<file path="config.mk">
export PLATFORM = sky130hd
export DESIGN_NAME = tsbt_csr
export DESIGN_NICKNAME = d
export VERILOG_FILES = /design/src/hdl/tsbt_pkg.sv /design/src/hdl/tsbt_csr.sv
export SDC_FILE = /design/constraint.sdc
export NUM_CORES = 1
export LEC_CHECK = 0
export BUFFER_PORTS_ARGS = -buffer_cell sky130_fd_sc_hd__buf_2
export CORE_MARGIN = 2
export CORE_UTILIZATION = 53
export DETAILED_ROUTE_END_ITERATION = 16
export PLACE_DENSITY = 0.83
export SYNTH_ARGS = -nofsm -noshare
export SYNTH_HDL_FRONTEND = slang
export SYNTH_SLANG_ARGS = --single-unit
</file>
<file path="constraint.sdc">
create_clock -name clock -period 1.8 [get_ports clock]
set_input_delay 0.36 -clock clock [delete_from_list [all_inputs] [get_ports clock]]
set_output_delay 0.36 -clock clock [all_outputs]
set_load 0.01 [all_outputs]
</file>
<file path="src/hdl/tsbt_pkg.sv">
package tsbt_pkg;

   localparam int NUM_SLOTS = 2;
   localparam int SLOT_IDX_W = $clog2(NUM_SLOTS);

   localparam int CSR_INDEX_W = 3;
   localparam int CSR_DATA_W = 30;

   localparam int NS_PER_SAMPLE_W = 20;
   localparam int SLOT_LENGTH_W = 30;
   localparam int CACH_LEAD_W = 16;
   localparam int CORRECTION_W = 16;

   // (cach + correction) fits 18 bits signed, times a 21-bit non-negative factor
   localparam int LEAD_SUM_W = 18;
   localparam int LEAD_PROD_W = LEAD_SUM_W + NS_PER_SAMPLE_W + 1;

   localparam logic [NS_PER_SAMPLE_W-1:0] NS_PER_SAMPLE_RST = 20'd41667;
   localparam logic [SLOT_LENGTH_W-1:0] SLOT_LENGTH_RST = 30'd30000000;
   localparam logic [CACH_LEAD_W-1:0] CACH_LEAD_RST = 16'd60;
   localparam logic [CORRECTION_W-1:0] CORRECTION_RST = 16'd0;

   typedef enum logic [CSR_INDEX_W-1:0] {
      CSR_NS_PER_SAMPLE = 3'd0,
      CSR_SLOT_LENGTH = 3'd1,
      CSR_CACH_LEAD = 3'd2,
      CSR_CORRECTION = 3'd3,
      CSR_DIRECT_MODE = 3'd4
   } csr_index_type;

   typedef enum logic [2:0] {
      MODE_RESET = 3'd0,
      MODE_LOAD = 3'd1,
      MODE_ADD = 3'd2,
      MODE_CAPTURE = 3'd3,
      MODE_REQUEST = 3'd4,
      MODE_TRANSMIT = 3'd5
   } mode_type;

   typedef struct packed {
      logic [2:0] mode;
      logic [63:0] value;
      logic [1:0] slot;
   } req_type;

   typedef struct packed {
      logic [63:0] current_time;
      logic [63:0] burst_time;
      logic slot_synced;
      logic [1:0] ready_slot;
      logic transmit_on;
   } rsp_type;

   typedef struct packed {
      logic [NS_PER_SAMPLE_W-1:0] ns_per_sample;
      logic [SLOT_LENGTH_W-1:0] slot_length_ns;
      logic [CACH_LEAD_W-1:0] cach_lead_samples;
      logic signed [CORRECTION_W-1:0] correction_samples;
      logic direct_mode;
   } cfg_type;

endpackage

</file>
<file path="src/hdl/tsbt_csr.sv">
module tsbt_csr (
   input logic clock,
   input logic reset,
   input logic csr_write_en,
   input logic [tsbt_pkg::CSR_INDEX_W-1:0] csr_index,
   input logic [tsbt_pkg::CSR_DATA_W-1:0] csr_write_data,
   output tsbt_pkg::cfg_type cfg
);

   tsbt_pkg::cfg_type cfg_ff;

   always_ff @(posedge clock) begin
      if (reset) begin
         cfg_ff.ns_per_sample <= tsbt_pkg::NS_PER_SAMPLE_RST;
         cfg_ff.slot_length_ns <= tsbt_pkg::SLOT_LENGTH_RST;
         cfg_ff.cach_lead_samples <= tsbt_pkg::CACH_LEAD_RST;
         cfg_ff.correction_samples <= tsbt_pkg::CORRECTION_RST;
         cfg_ff.direct_mode <= 1'b0;
      end else if (csr_write_en) begin
         unique case (csr_index)
            tsbt_pkg::CSR_NS_PER_SAMPLE:
               cfg_ff.ns_per_sample <= csr_write_data[tsbt_pkg::NS_PER_SAMPLE_W-1:0];
            tsbt_pkg::CSR_SLOT_LENGTH:
               cfg_ff.slot_length_ns <= csr_write_data[tsbt_pkg::SLOT_LENGTH_W-1:0];
            tsbt_pkg::CSR_CACH_LEAD:
               cfg_ff.cach_lead_samples <= csr_write_data[tsbt_pkg::CACH_LEAD_W-1:0];
            tsbt_pkg::CSR_CORRECTION:
               cfg_ff.correction_samples <= csr_write_data[tsbt_pkg::CORRECTION_W-1:0];
            tsbt_pkg::CSR_DIRECT_MODE:
               cfg_ff.direct_mode <= csr_write_data[0];
            default: ;
         endcase
      end
   end

   assign cfg = cfg_ff;

endmodule

</file>
==> summary.txt, run 1 <==
Outcome
  • Run status: finished clean

Min path
  • Min-Delay Path Depth: 3
  • Hold crit path type: in -> reg

Cells and area
  • Register area: 1660 um2
  • Layout cell share with drive strength beyond 1: 0.328
  • ANT cells: 0
  • NumNets Final: ~480
  • Area growth syn-to-layout: 25.9%
  • Largest register FFs: 83
  • Area of the multi-input gates: 1650 um2
  • Fillers: about 520

Setup path
  • CP max stage cell: or4b_1
  • Cell Chain, Critical Path: buf_2 -> or4b_1 -> mux2i_1
  • Cell count along the critical path: 3
  • Setup Crit Path Kind: in -> reg
  • Crit start category: input port
  • Top delay family on crit path: simple AND/OR/NAND/NOR gates
  • Crit path capture type: flip-flop
  • WP data required: about 2000 ps
  • Max incr delay on CP: 790 ps
  • Worst r2r path cells: 2
  • Worst Path Max Fanout: 8
  • Crit path DAT: between 1500 and 2000 ps
  • Bufs and invs on worst path: 1

Place
  • Number of port buffers: 118
  • Setup WS pre-CTS: approximately 130 ps
  • Post-DP HPWL: 5500 um
  • Routability Congestion: 0.836

Floorplanning
  • Starting density of the core: 0.542
  • Die Span Y: 84.1 um
  • Row Count: 29
  • DIE AREA: 7080 um2
  • IO Pins: 119
  • Core Area: 6280 um2
  • Width of the die: 84.1 um

Global route
  • Initial antenna violation count: 0
  • Total gr overflow: 0
  • Vias in the first global route: 2650
  • Global-route wire length before repair: 12500 um
  • GRT Total Usage: 0.221
  • Largest net degree at the start of global routing: 78

Power and ir drop
  • P per Cell Area: between 800 and 900 nW/um2
  • Total power: 3.55 mW
  • Power share of the sequential group: 0.535
  • Peak VDD IR: 0.576 mV
  • Sw frac: 0.245
  • Int Power: 2.68 mW
  • NetSw: 0.869 mW
  • Clock share of power: 0.375
  • Comb pwr share: 0.090
  • Lkg Pwr: 2.03 nW

Synth
  • Synth Instances: 326
  • Synth cell types: 14
  • Syn. warnings: 0
  • Sequential fraction of the synthesis area: 0.488
  • Syn_nets: 362
  • Avg Synthesized Cell Area: 10.4 um2
  • Synth Register Bits: 83
  • Post-Synthesis Cell Area: around 3400 um2

Detailed routing
  • Iteration-0 DRC Markers: 94
  • WL final: 7630 um
  • Drt wl/cell: 14.6 um
  • Vias: 2589
  • DR pass1 iterations: 4
  • Antenna-violating nets left: 0
  • DRC errors left: 0
  • Vias/cell: 4.96

Timing
  • Fin crit share: 0.738
  • Skew final: 0 ps
  • Setup TNS: 0 ps
  • Final Setup Violations: 0
  • RSZ-0062 raised after global routing: no
  • Fmax: 753 MHz
  • Hold Slack: 275 ps
  • Final setup margin: 472 ps
  • Final hold vios: 0
  • Final Slew Violations: 0
  • Slew headroom: 0.682
  • Worst-Margin Slew: 471 ps
  • Period minus WS final: 1330 ps

Flow run
  • # Max-Cap Violations: 0

Clocking
  • Clock buffer count from CTS: 9
  • CTS Buffer Depth: 2
  • Setup Fix Bufs, Post-CTS: 0
  • Hold_buf cts: 0
  • Root Driver: clkbuf_8
  • CTS tree: yes
  • Sink Count: 83
  • Gates resized, CTS repair: 0
  • H-tree Lvls: 3
  • Clock transition at path regs: 80 ps
  • Worst-Skew Late Latency: roughly 330 ps
[worst min-delay path: stages]
cell	delay, ps
buf_2	90
nand2b_1	50
mux2i_1	60
[path summary, 6_finish.rpt]
path / from / endpoint / slack (ps)
max reg2reg: cfg[70] / cfg[70] / 1120
min reg2reg: cfg[51] / cfg[51] / 470
max: csr_index[0] / cfg[72] / 470
min: csr_write_data[21] / cfg[54] / 270
[metal layers]
| layer | share of wire | wire [um] | GRT usage |
|---|---|---|---|
| met4 | 0.024 | 184 | 0.107 |
| met3 | 0.053 | 403 | 0.0560 |
| met1 | 0.44 | 3340 | 0.273 |
| met5 | 0 | 0 | 0 |
| met2 | 0.49 | 3710 | 0.362 |
[cells in the mapped netlist]
cell type	count	area [um2]
buf_2	6	30.0
nor2_1	39	146
buf_6	1	11.3
clkbuf_1	13	48.8
mux2i_1	83	831
nand4b_1	1	8.76
nor4b_2	1	15.0
nand2b_1	89	557
nand4bb_1	2	22.5
dfxtp_1	83	1660
or4b_1	1	10.0
and4bb_1	1	12.5
buf_4	4	30.0
nor4bb_1	2	20.0
[final cells by class]
class | instances | area share
flip-flops and latches | 83 | 0.388
multi-input cells | 219 | 0.384
repair buffers | 127 | 0.159
clock buffers | 9 | 0.0289
well taps | 77 | 0.0225
clock inverters | 7 | 0.0175
[power groups by stage]
stage          clock (mW)  sequential [mW]  combinational (mW)
6_report             1.33             1.90               0.319
5_1_grt              1.46             1.90               0.348
4_1_cts              1.37             1.90               0.321
3_5_place_dp            0             1.94               0.320
3_3_place_gp            0             1.94               0.312
2_1_floorplan           0             1.96               0.166
[cell families after synthesis]
| kind of cell | Yosys count | synth area share |
|---|---|---|
| and+or+nand+nor | 136 | 0.233 |
| muxes | 83 | 0.244 |
| DFF | 83 | 0.488 |
| buffers and inverters | 24 | 0.0353 |
[metrics by stage]
step	instance area [um2]	utilization	cells
2_1_floorplan	3400	-	326
3_3_place_gp	4090	0.651	506
3_5_place_dp	4090	0.651	506
4_1_cts	4290	0.683	522
5_1_grt	4290	0.683	522
6_report	4290	0.683	522
[layout by cell type (no fill, tap or decap), drive strengths merged, types with 2 or more instances in the layout]
cell type	count
clkinvlp	3
mux2i	83
nand4bb	2
dfxtp	83
inv	2
clkbuf	9
nor2	39
buf	127
nand2b	89
nor4bb	2
(Power assumes the default switching activity.)
==> run 2: changes to the inputs <==
--- a/config.mk
+++ b/config.mk
@@ -7,9 +7,9 @@
 export LEC_CHECK = 0
 export BUFFER_PORTS_ARGS = -buffer_cell sky130_fd_sc_hd__buf_2
 export CORE_MARGIN = 2
-export CORE_UTILIZATION = 53
+export CORE_UTILIZATION = 49
 export DETAILED_ROUTE_END_ITERATION = 16
-export PLACE_DENSITY = 0.83
+export PLACE_DENSITY = 0.78
 export SYNTH_ARGS = -nofsm -noshare
 export SYNTH_HDL_FRONTEND = slang
 export SYNTH_SLANG_ARGS = --single-unit
==> constraint.sdc (replaced) <==
create_clock -name clock -period 1.4 [get_ports clock]
set_input_delay 0.28 -clock clock [delete_from_list [all_inputs] [get_ports clock]]
set_output_delay 0.28 -clock clock [all_outputs]
set_load 0.01 [all_outputs]
==> summary.txt, run 2 (same netlist as run 1, synthesis figures left out) <==
Timing
  • RSZ-0062 raised after global routing: no
  • Final hold vios: 0 (unchanged)
  • Worst-Margin Slew: 341 ps (-130 ps)
  • Skew final: 0 ps (unchanged)
  • Final Slew Violations: 0 (unchanged)
  • Slew headroom: 0.770 (+0.0879)
  • Fmax: roughly 890 MHz
  • Period minus WS final: 1130 ps
  • Fin crit share: 0.807
  • Final Setup Violations: 0 (unchanged)

Clocking
  • Clock buffer count from CTS: 9 (unchanged)
  • Gates resized, CTS repair: 0 (unchanged)
  • Worst-Skew Late Latency: 340 ps (about the same)
  • Sink Count: 83 (unchanged)
  • Root Driver: clkbuf_8
  • H-tree Lvls: 3 (unchanged)
  • Hold_buf cts: 0 (unchanged)
  • Clock transition at path regs: 80 ps (about the same)
  • CTS Buffer Depth: 2 (unchanged)
  • Setup Fix Bufs, Post-CTS: 0 (unchanged)
  • CTS tree: yes

Min path
  • Hold crit path type: in -> reg

Power and ir drop
  • Peak VDD IR: 0.542 mV (-6.0%)
  • Lkg Pwr: 2.09 nW (+2.9%)
  • Total power: 4.79 mW (+35%)
  • P per Cell Area: 1090 nW/um2 (+32%)

Setup path
  • Cell Chain, Critical Path: buf_2
  • WP data required: 1120 ps (-880 ps)
  • Worst Path Max Fanout: 2 (-6)
  • Crit path capture type: output pin
  • Setup Crit Path Kind: reg -> out
  • Crit path DAT: 850 ps (-680 ps)
  • CP max stage cell: dfxtp_1
  • Max incr delay on CP: 350 ps (-440 ps)
  • Bufs and invs on worst path: 1 (unchanged)
  • Crit start category: flip-flop
  • Top delay family on crit path: flip-flops

Cells and area
  • Largest register FFs: 83 (unchanged)
  • ANT cells: 0 (unchanged)
  • Layout cell share with drive strength beyond 1: 0.340 (+0.0119)
  • Commonest non-fill, non-tap cells in the layout: 118 x buf_2, 89 x nand2b_1, 83 x mux2i_1, 83 x dfxtp_1, 39 x nor2_1
  • Commonest non-fill, non-tap cell in the layout: buf_2
  • Area growth syn-to-layout: 29.0%
  • NumNets Final: 484 (+1.7%)
  • Design area: 4390 um2 (+2.5%)

Detailed routing
  • Vias/cell: 4.82 (-2.7%)
  • Antenna-violating nets left: 0 (unchanged)
  • DR pass1 iterations: 4 (unchanged)
  • Iteration-0 DRC Markers: 97 (+3.2%)
  • WL final: 7580 um (-0.72%)
  • Drt wl/cell: 14.2 um (-2.8%)
  • Vias: 2571 (-0.70%)
  • DRC errors left: 0 (unchanged)

Place
  • Number of port buffers: 118 (unchanged)
  • Routability Congestion: 0.813 (-2.7%)
  • Post-DP HPWL: 5570 um (+1.3%)
  • Area post-placement: 4170 um2 (+2.0%)

Floorplanning
  • Starting density of the core: 0.504 (-0.0385)
  • DIE AREA: 7630 um2 (+7.8%)
  • IO Pins: 119 (unchanged)
  • Row Count: 30 (+3.4%)
  • Width of the die: 87.4 um (+3.8%)
  • Core Area: 6760 um2 (+7.6%)
  • Die Span Y: 87.4 um (+3.8%)

Global route
  • Largest net degree at the start of global routing: 47 (-40%)
  • Global-route wire length before repair: 12400 um (-0.61%)
  • Vias in the first global route: 2533 (-4.4%)
  • GRT Total Usage: 0.210 (-0.0109)
  • Initial antenna violation count: 0 (unchanged)
  • Total gr overflow: 0 (unchanged)

Flow run
  • # Max-Cap Violations: 0 (unchanged)

Outcome
  • Run status: finished clean
[run 2: per-layer routing]
| layer | vias to the layer above | wire length, um | share of wire | track usage |
|---|---|---|---|---|
| li1 | 1312 | - | - | - |
| met1 | 1175 | 3510 | 0.46 | 0.279 |
| met2 | 69 | 3540 | 0.47 | 0.325 |
| met3 | 15 | 357 | 0.047 | 0.0578 |
| met4 | 0 | 170 | 0.022 | 0.0839 |
| met5 | - | 0 | 0 | 0 |
[run 2: cell type report]
cell class,count,area (um2)
Fill cell,562,2360
Timing Repair Buffer,135,768
Sequential cell,83,1660
Tap cell,80,100
Clock buffer,10,138
Multi-Input combinational cell,219,1640
Clock inverter,6,87.6
[run 2: metrics by stage]
stage,cells,setup TNS [ps],hold slack (ps),util,setup slack [ps]
detailed placement,517,-37.3,461,0.617,-10.5
global route,533,0,162,0.650,215
global placement,517,0,454,0.617,8.89
floorplan,326,0,435,-,210
CTS,533,0,163,0.650,254
finish,533,0,176,0.650,270
[run 2: where the power goes]
| part | switching, mW | internal (mW) |
|---|---|---|
| registers | 0.0253 | 2.41 |
| logic | 0.215 | 0.211 |
| clock network | 0.869 | 1.06 |
| total | 1.11 | 3.68 |
[run 2: final timing paths]
kind	startpoint	endpoint	slack, ps	cells after the start
worst min register to register	cfg[71]	cfg[71]	470	2
worst max-delay path	cfg[40]	cfg[40]	270	1
worst max register to register	cfg[69]	cfg[69]	760	2
worst min-delay path	csr_write_data[25]	cfg[58]	180	3
